==> src/sv/hsv_pkg.sv <==
package hsv_pkg;

  localparam int unsigned SectorSpan = 43;
  localparam int unsigned FracScale  = 6;
  localparam int unsigned MulShift   = 8;
  localparam logic [7:0]  FullLevel  = 8'd255;

  typedef enum logic [2:0] {
    SEC_0 = 3'd0,
    SEC_1 = 3'd1,
    SEC_2 = 3'd2,
    SEC_3 = 3'd3,
    SEC_4 = 3'd4,
    SEC_5 = 3'd5
  } sector_e;

  // Start of sector k on the hue circle.
  localparam logic [7:0] Sec1Base = 8'(1 * SectorSpan);
  localparam logic [7:0] Sec2Base = 8'(2 * SectorSpan);
  localparam logic [7:0] Sec3Base = 8'(3 * SectorSpan);
  localparam logic [7:0] Sec4Base = 8'(4 * SectorSpan);
  localparam logic [7:0] Sec5Base = 8'(5 * SectorSpan);

  // (a * b) >> 8 on 8-bit levels.
  function automatic logic [7:0] scale_level(input logic [7:0] a, input logic [7:0] b);
    logic [15:0] prod;
    prod = a * b;
    return prod[15:MulShift];
  endfunction

endpackage

==> src/sv/hsv_to_rgb_converter.sv <==
// Each accepted input word passes the stage 1, 2 and 3 registers in order.
// Throughput: one word per cycle; the stage valid bits let an item enter
// every cycle, and a stall at the output holds the full stages while empty
// ones still fill, so the input only blocks once all three stages are full.
// Stage 1 splits the hue, stage 2 does p and the s-level products, stage 3 the
// q and t products and channel select. Reset clears the stage valid bits only.
module hsv_to_rgb_converter (
  input  logic       clk_i,
  input  logic       rst_ni,
  input  logic       valid_i,
  output logic       ready_o,
  input  logic [7:0] hue_i,
  input  logic [7:0] saturation_i,
  input  logic [7:0] brightness_i,
  output logic       valid_o,
  input  logic       ready_i,
  output logic [7:0] red_o,
  output logic [7:0] green_o,
  output logic [7:0] blue_o
);
  import hsv_pkg::*;

  logic       en1, en2, en3;
  logic       vld1_q, vld2_q, vld3_q;

  // stage 1: sector and fraction
  sector_e    sec1_d, sec1_q;
  logic [7:0] base1;
  logic [7:0] rem1;
  logic [7:0] frac1_d, frac1_q;
  logic [7:0] sat1_q, val1_q;

  // stage 2: p and the two s-scaled fractions
  sector_e    sec2_q;
  logic [7:0] val2_q;
  logic [7:0] p2_d, p2_q;
  logic [7:0] sf2_d, sf2_q;
  logic [7:0] snf2_d, snf2_q;

  // stage 3: q, t and channel select
  logic [7:0] q3, t3;
  logic [7:0] red_d, green_d, blue_d;
  logic [7:0] red_q, green_q, blue_q;

  assign en3     = !vld3_q || ready_i;
  assign en2     = !vld2_q || en3;
  assign en1     = !vld1_q || en2;
  assign ready_o = en1;

  always_comb begin
    if (hue_i >= Sec5Base) begin
      sec1_d = SEC_5;
      base1  = Sec5Base;
    end else if (hue_i >= Sec4Base) begin
      sec1_d = SEC_4;
      base1  = Sec4Base;
    end else if (hue_i >= Sec3Base) begin
      sec1_d = SEC_3;
      base1  = Sec3Base;
    end else if (hue_i >= Sec2Base) begin
      sec1_d = SEC_2;
      base1  = Sec2Base;
    end else if (hue_i >= Sec1Base) begin
      sec1_d = SEC_1;
      base1  = Sec1Base;
    end else begin
      sec1_d = SEC_0;
      base1  = 8'd0;
    end
    rem1    = hue_i - base1;
    // remainder is at most 42, so times 6 stays in 8 bits
    frac1_d = 8'(rem1 * 8'(FracScale));
  end

  assign p2_d   = scale_level(val1_q, FullLevel - sat1_q);
  assign sf2_d  = scale_level(sat1_q, frac1_q);
  assign snf2_d = scale_level(sat1_q, FullLevel - frac1_q);

  assign q3 = scale_level(val2_q, FullLevel - sf2_q);
  assign t3 = scale_level(val2_q, FullLevel - snf2_q);

  always_comb begin
    unique case (sec2_q)
      SEC_0: begin
        red_d = val2_q; green_d = t3;     blue_d = p2_q;
      end
      SEC_1: begin
        red_d = q3;     green_d = val2_q; blue_d = p2_q;
      end
      SEC_2: begin
        red_d = p2_q;   green_d = val2_q; blue_d = t3;
      end
      SEC_3: begin
        red_d = p2_q;   green_d = q3;     blue_d = val2_q;
      end
      SEC_4: begin
        red_d = t3;     green_d = p2_q;   blue_d = val2_q;
      end
      default: begin
        red_d = val2_q; green_d = p2_q;   blue_d = q3;
      end
    endcase
  end

  always_ff @(posedge clk_i or negedge rst_ni) begin
    if (!rst_ni) begin
      vld1_q <= 1'b0;
      vld2_q <= 1'b0;
      vld3_q <= 1'b0;
    end else begin
      if (en1) vld1_q <= valid_i;
      if (en2) vld2_q <= vld1_q;
      if (en3) vld3_q <= vld2_q;
    end
  end

  always_ff @(posedge clk_i) begin
    if (en1) begin
      sec1_q  <= sec1_d;
      frac1_q <= frac1_d;
      sat1_q  <= saturation_i;
      val1_q  <= brightness_i;
    end
    if (en2) begin
      sec2_q <= sec1_q;
      val2_q <= val1_q;
      p2_q   <= p2_d;
      sf2_q  <= sf2_d;
      snf2_q <= snf2_d;
    end
    if (en3) begin
      red_q   <= red_d;
      green_q <= green_d;
      blue_q  <= blue_d;
    end
  end

  assign valid_o = vld3_q;
  assign red_o   = red_q;
  assign green_o = green_q;
  assign blue_o  = blue_q;

endmodule

==> config.mk <==
export PLATFORM = sky130hd
export DESIGN_NAME = hsv_to_rgb_converter
export DESIGN_NICKNAME = d
export VERILOG_FILES = /design/src/sv/hsv_pkg.sv /design/src/sv/hsv_to_rgb_converter.sv
export SDC_FILE = /design/constraint.sdc
export NUM_CORES = 1
export LEC_CHECK = 0
export BUFFER_PORTS_ARGS = -buffer_cell sky130_fd_sc_hd__buf_4
export CAP_MARGIN = 10
export CORE_ASPECT_RATIO = 0.7
export CORE_MARGIN = 4
export CORE_UTILIZATION = 60
export DETAILED_ROUTE_END_ITERATION = 16
export HOLD_SLACK_MARGIN = 0.1
export PLACE_DENSITY = 0.78
export SLEW_MARGIN = 10
export SYNTH_ARGS = -nofsm -noshare
export SYNTH_HDL_FRONTEND = slang
export SYNTH_SLANG_ARGS = --single-unit
==> constraint.sdc <==
create_clock -name clk_i -period 8.05 [get_ports clk_i]
set_input_delay 0.4025 -clock clk_i [delete_from_list [all_inputs] [get_ports clk_i]]
set_output_delay 0.4025 -clock clk_i [all_outputs]
set_load 0.02 [all_outputs]
## After elaboration in Yosys (flattened, before gate mapping)

Index checks and enable logic that the tools add are counted.

| word-level totals | value |
|---|---|
| output and inout port bits | 26 |
| bits of input ports | 28 |
| register bits | 88 |
| word-level logic and storage cells | 60 |

| cells by class | value |
|---|---|
| multiplexer cells | 12 |
| order comparisons | 5 |
| reduce and logical (&&, ||, !) cells | 12 |
| equal/unequal tests | 4 |
| $add $sub $neg | 5 |
| multiply operators | 6 |

Operators by type and width:

| operator | count |
|---|---|
| $pmux W8 S3 | 3 |
| $mul A8 B8 Y16 | 4 |
| $sub A8 B8 Y8 const A | 4 |
| $ge A8 B8 Y1 const B | 3 |
| $mux W8 | 3 |
| $mul A8 B7 Y15 | 1 |
| $reduce_or A2 Y1 | 5 |
| $ge A8 B6 Y1 const B | 1 |
| $ge A8 B7 Y1 const B | 1 |
| $mul A8 B2 Y7 const B | 1 |
| $sub A8 B8 Y8 | 1 |
| $mux W7 | 1 |
| $eq A3 B2 Y1 const B | 2 |
| $mux W6 | 1 |
| $mux W2 | 2 |
| $eq A3 B1 Y1 const B | 1 |
| $eq A3 B3 Y1 const B | 1 |
| $logic_not A1 Y1 | 3 |
| $logic_not A3 Y1 | 1 |
| $logic_or A1 B1 Y1 | 3 |
| $mux W1 | 2 |

## Longest topological paths before layout

Gate-level depths: netlist of the first run.

| depth | value |
|---|---|
| depth in word-level cells | 8 |
| depth in mapped cells | 19 |

## Worst setup path before layout of the first run

OpenSTA, ideal clock, no wires.

| path | value |
|---|---|
| path type | flip-flop to flip-flop |
| from | register val2_q[3] |
| to | register red_q[3], in the netlist red_o[3], data pin |
| setup time | 0.261 ns |
| data required time | 7.789 ns |
| period minus slack after synthesis | 5.071 ns |
| path slack | 2.979 ns |
| cell stages (with the launch flop) | 17 |
| arrival | 4.810 ns |
| cells stage by stage | edfxtp_1 -> clkbuf_1 -> clkbuf_1 -> nor2b_1 -> fa_1 -> fa_1 -> fa_1 -> inv_1 -> fa_1 -> inv_1 -> ha_1 -> and4_1 -> a221o_1 -> a31oi_1 -> xnor2_1 -> mux2_4 -> a221o_1 |

| on the way | value |
|---|---|
| longest elaborated chain between the ends | 2 |
| elaborated cells on any way between the ends | 3 |

Ends and longest elaborated chain:

| element | line | RTL |
|---|---|---|
| from (decl) | hsv_to_rgb_converter.sv:35 | `logic [7:0] val2_q;` |
| from (signal assigned) | hsv_to_rgb_converter.sv:126 | `val2_q <= val1_q;` |
| $mul A8 B8 Y16 | hsv_pkg.sv:27 | `prod = a * b;` |
| $pmux W8 S3 * | hsv_to_rgb_converter.sv:83 | `unique case (sec2_q)` |
| named net red_d[3] | hsv_to_rgb_converter.sv:42 | `logic [7:0] red_d, green_d, blue_d;` |
| to (signal assigned) | hsv_to_rgb_converter.sv:132 | `red_q <= red_d;` |
| to (decl) | hsv_to_rgb_converter.sv:43 | `logic [7:0] red_q, green_q, blue_q;` |

The timed path passes the listed nets; every way through them passes the cells marked *.
A chain may end at the register's enable or synchronous reset.

## Worst setup path in the final report of the first run

| path | value |
|---|---|
| from | register val2_q[5] |
| to | register green_q[6], in the netlist green_o[6], data pin |

| on the way | value |
|---|---|
| longest elaborated chain between the ends | 2 |
| elaborated cells on any way between the ends | 3 |

Ends and longest elaborated chain:

| element | line | RTL |
|---|---|---|
| $mul A8 B8 Y16 | hsv_pkg.sv:27 |  |
| $pmux W8 S3 * | hsv_to_rgb_converter.sv:83 |  |
| named net green_d[6] | hsv_to_rgb_converter.sv:42 |  |
| to (signal assigned) | hsv_to_rgb_converter.sv:133 | `green_q <= green_d;` |
| to (decl) | hsv_to_rgb_converter.sv:43 |  |

Marked as above.

==> impl_metrics.yaml, run 1 <==
run_status:
  status: "complete, no violations"
routing:
  drt_wl_total_um: 29200
  wl_per_cell_um: 17.0
  drc: 0
  vias_per_cell: 5.70
  ant_nets: 0
  drtPass1Iterations: 5
  drt_iter0_markers: 815
  dr_total_vias: 9771
timing:
  post-route-period-util: 0.685
  slew_violations: 0
  tightest_slew_ns: 1.07
  max_freq_mhz: 181
  setup_viol: 0
  fin_skew_ns: 0.0141
  fin_setup_tns_ns: 0
  rsz0062_at_grt: "false"
  max-slew-margin-rel: 0.284
  final.min_clock_period_ns: 5.52
  hold_viol_final: 0
clocking:
  cts_buffers: 9
  root_buffer: "clkbuf_16"
  cts_resized: 0
  numClockSinks: 88
  clock_latency_ns: 0.36
  hold_buffers: 1
  postCtsSetupRepairBufs: 0
  cts_tree: "built"
  htree_levels: 3
  path_clk_slew_ns: 0.07
  cts.path.max_buffers: 2
logic_synthesis:
  synth_seq_cells: 88
  synth_most_common_cell: "inv_1"
  synth_edf_count: 85
  synth_area_leader_cell: "fa_1"
  synth_fp_nets: 1779
  synth.avg_cell_area_um2: 9.56
  synth_top_area_frac: 0.253
  yosysWarnings: 0
  synth_top_flop_cell: "edfxtp_1"
  ys_top_cells_by_area: "fa_1, edfxtp_1, ha_1"
  synthArstFlopShare: 0.0341
  synth_cell_types: 65
  yosysSeqAreaShare: 0.195
  syn_area_um2: 13400
  ys_top_cells_by_count: "inv_1, ha_1, fa_1"
  synthCells: 1407
place:
  hpwl_um: 23300
  io_buffers: 53
  gp_congestion: 0.952
  placed_cells: 1697
floorplan:
  rows: 45
  die_area_um2: 24900
  die_w_um: 187
  io_pins: 54
  coreArea_um2: 21800
  fp.dieH_um: 133
  start_util: 0.616
setup_path:
  start_kind: "flip-flop"
  cp_data_arrival_time_ns: 5.68
  reg2regPathDepth: 15
  reg2reg_slack_ns: 2.53
  crit_type: "flip-flop to flip-flop"
  worstReg2RegEnd: "green_o[6]"
  worstPathRequired_ns: 8.21
  cp-end-kind: "flip-flop"
  rr_startpoint: "val2_q[5]"
  cp_max_fo: 21
finish:
  layout-drive-gt1-share: 0.0608
  antenna_cells: 0
  fin_cells: 1714
  area_delta_synth_final_pct: 6.75
  final_nets: 1799
worst_hold_path:
  hold-path-cell-count: 1
  hold_end: "sat1_q[4]"
  hp-class: "primary input to flip-flop"
  holdCritStartpoint: "saturation_i[4]"
global_routing:
  grt_use_total: 0.243
  grt_pass1_wl_um: 49400
  grt_max_degree: 35
  grt_remaining_overflow: 0
  grt_pass1_vias: 10000
  antenna_found_initial: 0
run:
  drv_cap: 0
==> critical path, stage by stage, from the launching register on <==
cell,delay (ns)
edfxtp_1,0.84
nor2b_1,0.26
fa_1,0.46
fa_1,0.50
fa_1,0.49
inv_1,0.05
fa_1,0.48
inv_1,0.05
ha_1,0.32
nand2_1,0.09
or3_1,0.36
o2bb2ai_2,0.26
a41oi_1,0.28
xnor2_1,0.39
mux2i_1,0.16
a221oi_1,0.34
==> flip-flops by register name, indices dropped and copies added, names as in the netlist <==
signal   count
valid_o      1
vld2_q       1
sat1_q       8
vld1_q       1
red_o        8
frac1_q      7
sec1_q       3
sf2_q        8
green_o      8
blue_o       8
p2_q         8
val2_q       8
val1_q       8
sec2_q       3
snf2_q       8
==> cell type report <==
cell class | count | area (um2)
multi-input cells | 1027 | 9720
fillers | 1741 | 7490
flip-flops and latches | 88 | 2630
inverters | 241 | 905
repair buffers | 60 | 453
well taps | 282 | 353
clock buffers | 9 | 225
clock inverters | 7 | 73.8
==> worst max path at each step <==
stage,end,startpoint
2_1_floorplan,red_o[3],val2_q[3]
3_3_place_gp,green_o[6],val2_q[5]
3_5_place_dp,green_o[6],val2_q[5]
4_1_cts,green_o[6],val2_q[5]
5_1_grt,green_o[6],val2_q[5]
6_report,green_o[6],val2_q[5]
==> kinds of logic after synthesis <==
family,after synthesis,synth area share
AND/OR/NAND/NOR,457,0.186
buffers and inverters,292,0.0819
AO/OA/AOI/OAI,169,0.0827
XOR/XNOR,44,0.0287
flip-flops,88,0.195
adder cells (fa/ha/maj),344,0.415
multiplexers,13,0.0103
==> routing by layer <==
layer  vias up  GRT usage  share of wire
met5         -          0              0
met4         0     0.0554          0.019
met3        59     0.0542          0.078
met2       316      0.383           0.44
met1      4809      0.348           0.46
li1       4587          -              -
==> cells in the final DEF, fill, tap and decap left out, types with 7 or more instances in the layout <==
cell,Yosys,routed
nand2_1,91,91
ha_1,174,174
edfxtp_1,85,85
fa_1,170,170
nand2b_1,79,79
nor3_1,14,14
mux2i_1,9,9
clkbuf_16,0,9
nor2_1,67,67
nor2b_1,142,142
and2_1,19,19
inv_1,240,240
xnor2_1,30,30
buf_4,1,59
xor2_1,14,14
o21ai_0,38,38
a21oi_1,41,41
a211oi_1,8,8
and2b_1,11,11
o211ai_1,7,7
a22oi_1,7,7
a21o_1,11,11
==> stage by stage <==
step	setup WS, ns	util	hold WS [ns]	area [um2]
after detailed placement	2.61	0.643	0.194	14000
after global routing	2.23	0.657	0.202	14400
after floorplan	2.98	-	0.107	13400
final	2.53	0.657	0.216	14400
after global placement	2.85	0.643	0.192	14000
after CTS	2.61	0.657	0.212	14400
Power of run 1 is left out: the tool's default activity adds up to more than one toggle a clock period on the data nets, which glitch-free logic cannot reach.
==> run 2: changes to the inputs <==
--- a/config.mk
+++ b/config.mk
@@ -5,6 +5,7 @@
 export SDC_FILE = /design/constraint.sdc
 export NUM_CORES = 1
 export LEC_CHECK = 0
+export ABC_AREA = 1
 export BUFFER_PORTS_ARGS = -buffer_cell sky130_fd_sc_hd__buf_4
 export CAP_MARGIN = 10
 export CORE_ASPECT_RATIO = 0.7
==> constraint.sdc (replaced) <==
create_clock -name clk_i -period 5.5 [get_ports clk_i]
set_input_delay 0.275 -clock clk_i [delete_from_list [all_inputs] [get_ports clk_i]]
set_output_delay 0.275 -clock clk_i [all_outputs]
set_load 0.02 [all_outputs]
==> run 2 against run 1 <==
Effect of this change:
- clock-buffer cell count did not move
- wire length increased by 23%
- register-to-register slack lost 2.1 ns
- synthesized cell count is 23% higher
- die area rose by 3.2%
- critical path type unchanged
- highest routed layer unchanged
==> impl_metrics.yaml, run 2 <==
place:
  post-place-ws_ns: 0.556
  io_buffers: 53
  gp_congestion: 0.982
  hpwl_um: 29500
finish:
  layout-drive-gt1-share: 0.0660
  layout_commonest_cell: "nand2_1"
  nFillCells: 1920
  area_delta_synth_final_pct: 8.99
  final_nets: 2171
  antenna_cells: 0
  layout_common_cells: "nand2_1, inv_1, nor2_1, ha_1, fa_1"
logic_synthesis:
  synth_top_area_frac: 0.245
  ys_top_cells_by_area: "fa_1, edfxtp_1, ha_1"
  yosysWarnings: 0
  synthCells: 1736
  synth_cell_types: 49
  synth_fp_nets: 2108
  synthArstFlopShare: 0.0341
  synth_area_leader_cell: "fa_1"
  ys_top_cells_by_count: "nand2_1, inv_1, nor2_1"
  synth.avg_cell_area_um2: 8.01
  syn_area_um2: 13900
  synth_most_common_cell: "nand2_1"
  synth_seq_cells: 88
  synth_top_flop_cell: "edfxtp_1"
  synth_edf_count: 85
  yosysSeqAreaShare: 0.189
setup_path:
  crit_type: "flip-flop to flip-flop"
  cp-end-kind: "flip-flop"
  worstPathRequired_ns: 5.63
  cp_max_fo: 14
  cp_data_arrival_time_ns: 5.17
  reg2regPathDepth: 17
  start_kind: "flip-flop"
routing:
  drc: 0
  drt_iter0_markers: 953
  vias_per_cell: 5.50
  drt_wl_total_um: 35900
  wl_per_cell_um: 17.0
  drtPass1Iterations: 5
  ant_nets: 0
  dr_total_vias: 11600
timing:
  setup_viol: 0
  rsz0062_at_grt: "false"
  hold_viol_final: 0
  max_freq_mhz: 198
  tightest_slew_ns: 1.14
  post-route-period-util: 0.916
  max-slew-margin-rel: 0.239
  slew_violations: 0
  fin_skew_ns: 0.0142
  final.setup.worst_slack_ns: 0.462
  final.min_clock_period_ns: 5.04
  fin_setup_tns_ns: 0
global_routing:
  antenna_found_initial: 0
  grt_use_total: 0.293
  grt_remaining_overflow: 0
  grt_pass1_wl_um: 59800
  grt_pass1_vias: 12000
  grt_max_degree: 30
floorplan:
  die_area_um2: 25700
  start_util: 0.611
  coreArea_um2: 22700
  rows: 46
  die_w_um: 190
  fp.dieH_um: 135
  io_pins: 54
clocking:
  clock_latency_ns: 0.36
  cts.path.max_buffers: 2
  path_clk_slew_ns: 0.08
  root_buffer: "clkbuf_16"
  numClockSinks: 88
  htree_levels: 3
  cts_buffers: 9
  cts_resized: 0
  cts_tree: "built"
worst_hold_path:
  hp-class: "primary input to asynchronous set/reset pin"
run:
  drv_cap: 0
run_status:
  status: "complete, no violations"
-- run 2: final timing paths --
check                           from         to  slack (ns)
setup / recovery           val2_q[4]  blue_o[7]        0.46
setup reg to reg           val2_q[4]  blue_o[7]        0.46
hold / removal                rst_ni    valid_o        0.23
max in group asynchronous     rst_ni     vld1_q        5.18
min in group clk_i          hue_i[7]  sec1_q[0]        0.35
hold reg to reg            sec1_q[1]  sec2_q[1]        0.43
-- run 2: cell type report --
type                    instances  area (um2)  share of cell area
clock buffers                   9         225              0.0149
clock inverters                 7        86.3             0.00570
inverters                     374        1410              0.0929
multi-input cells            1235        9680               0.639
flip-flops and latches         88        2630               0.173
well taps                     312         390              0.0258
repair buffers                 91         728              0.0481
-- run 2: cell families after synthesis --
group           Yosys count  share of synthesized area
fa+ha+maj               344                      0.402
buf+inv                 413                      0.114
flops                    88                      0.189
xor+xnor                 30                     0.0189
simple gates            729                      0.221
compound gates          132                     0.0546
-- run 2: stage by stage --
step / util / hold slack, ns / instance area [um2] / instances
5_1_grt: 0.666 / 0.233 / 15100 / 2116
3_5_place_dp: 0.644 / 0.0673 / 14700 / 2082
3_3_place_gp: 0.644 / 0.0655 / 14700 / 2082
4_1_cts: 0.666 / 0.218 / 15100 / 2116
2_1_floorplan: - / -0.0206 / 13900 / 1736
6_report: 0.666 / 0.232 / 15100 / 2116
-- run 2: layer usage --
layer,share of wire,up-vias,GRT usage
li1,-,5537,-
met4,0.017,0,0.0659
met3,0.12,56,0.0961
met2,0.43,517,0.443
met1,0.44,5534,0.416
met5,0,-,0
-- run 2: critical path, cell delays in order (launching register included) --
cell and delay, ns:
edfxtp_1 0.47, inv_1 0.41, nor2_1 0.13, fa_1 0.57, fa_1 0.44, fa_1 0.54
inv_1 0.05, fa_1 0.61, inv_1 0.06, ha_1 0.35, a21oi_1 0.32, o21ai_0 0.18
a21oi_1 0.23, nand3_1 0.15, nand2_1 0.10, nand2_1 0.05, nand2_1 0.08, inv_1 0.04
-- run 2: repair_timing --
item | 4_1_cts | 5_1_grt
hold endpoints to repair | 20 | 0
hold buffers | 18 | 0
buffers inserted | 0 | 0
Power of run 2 is left out for the same reason.
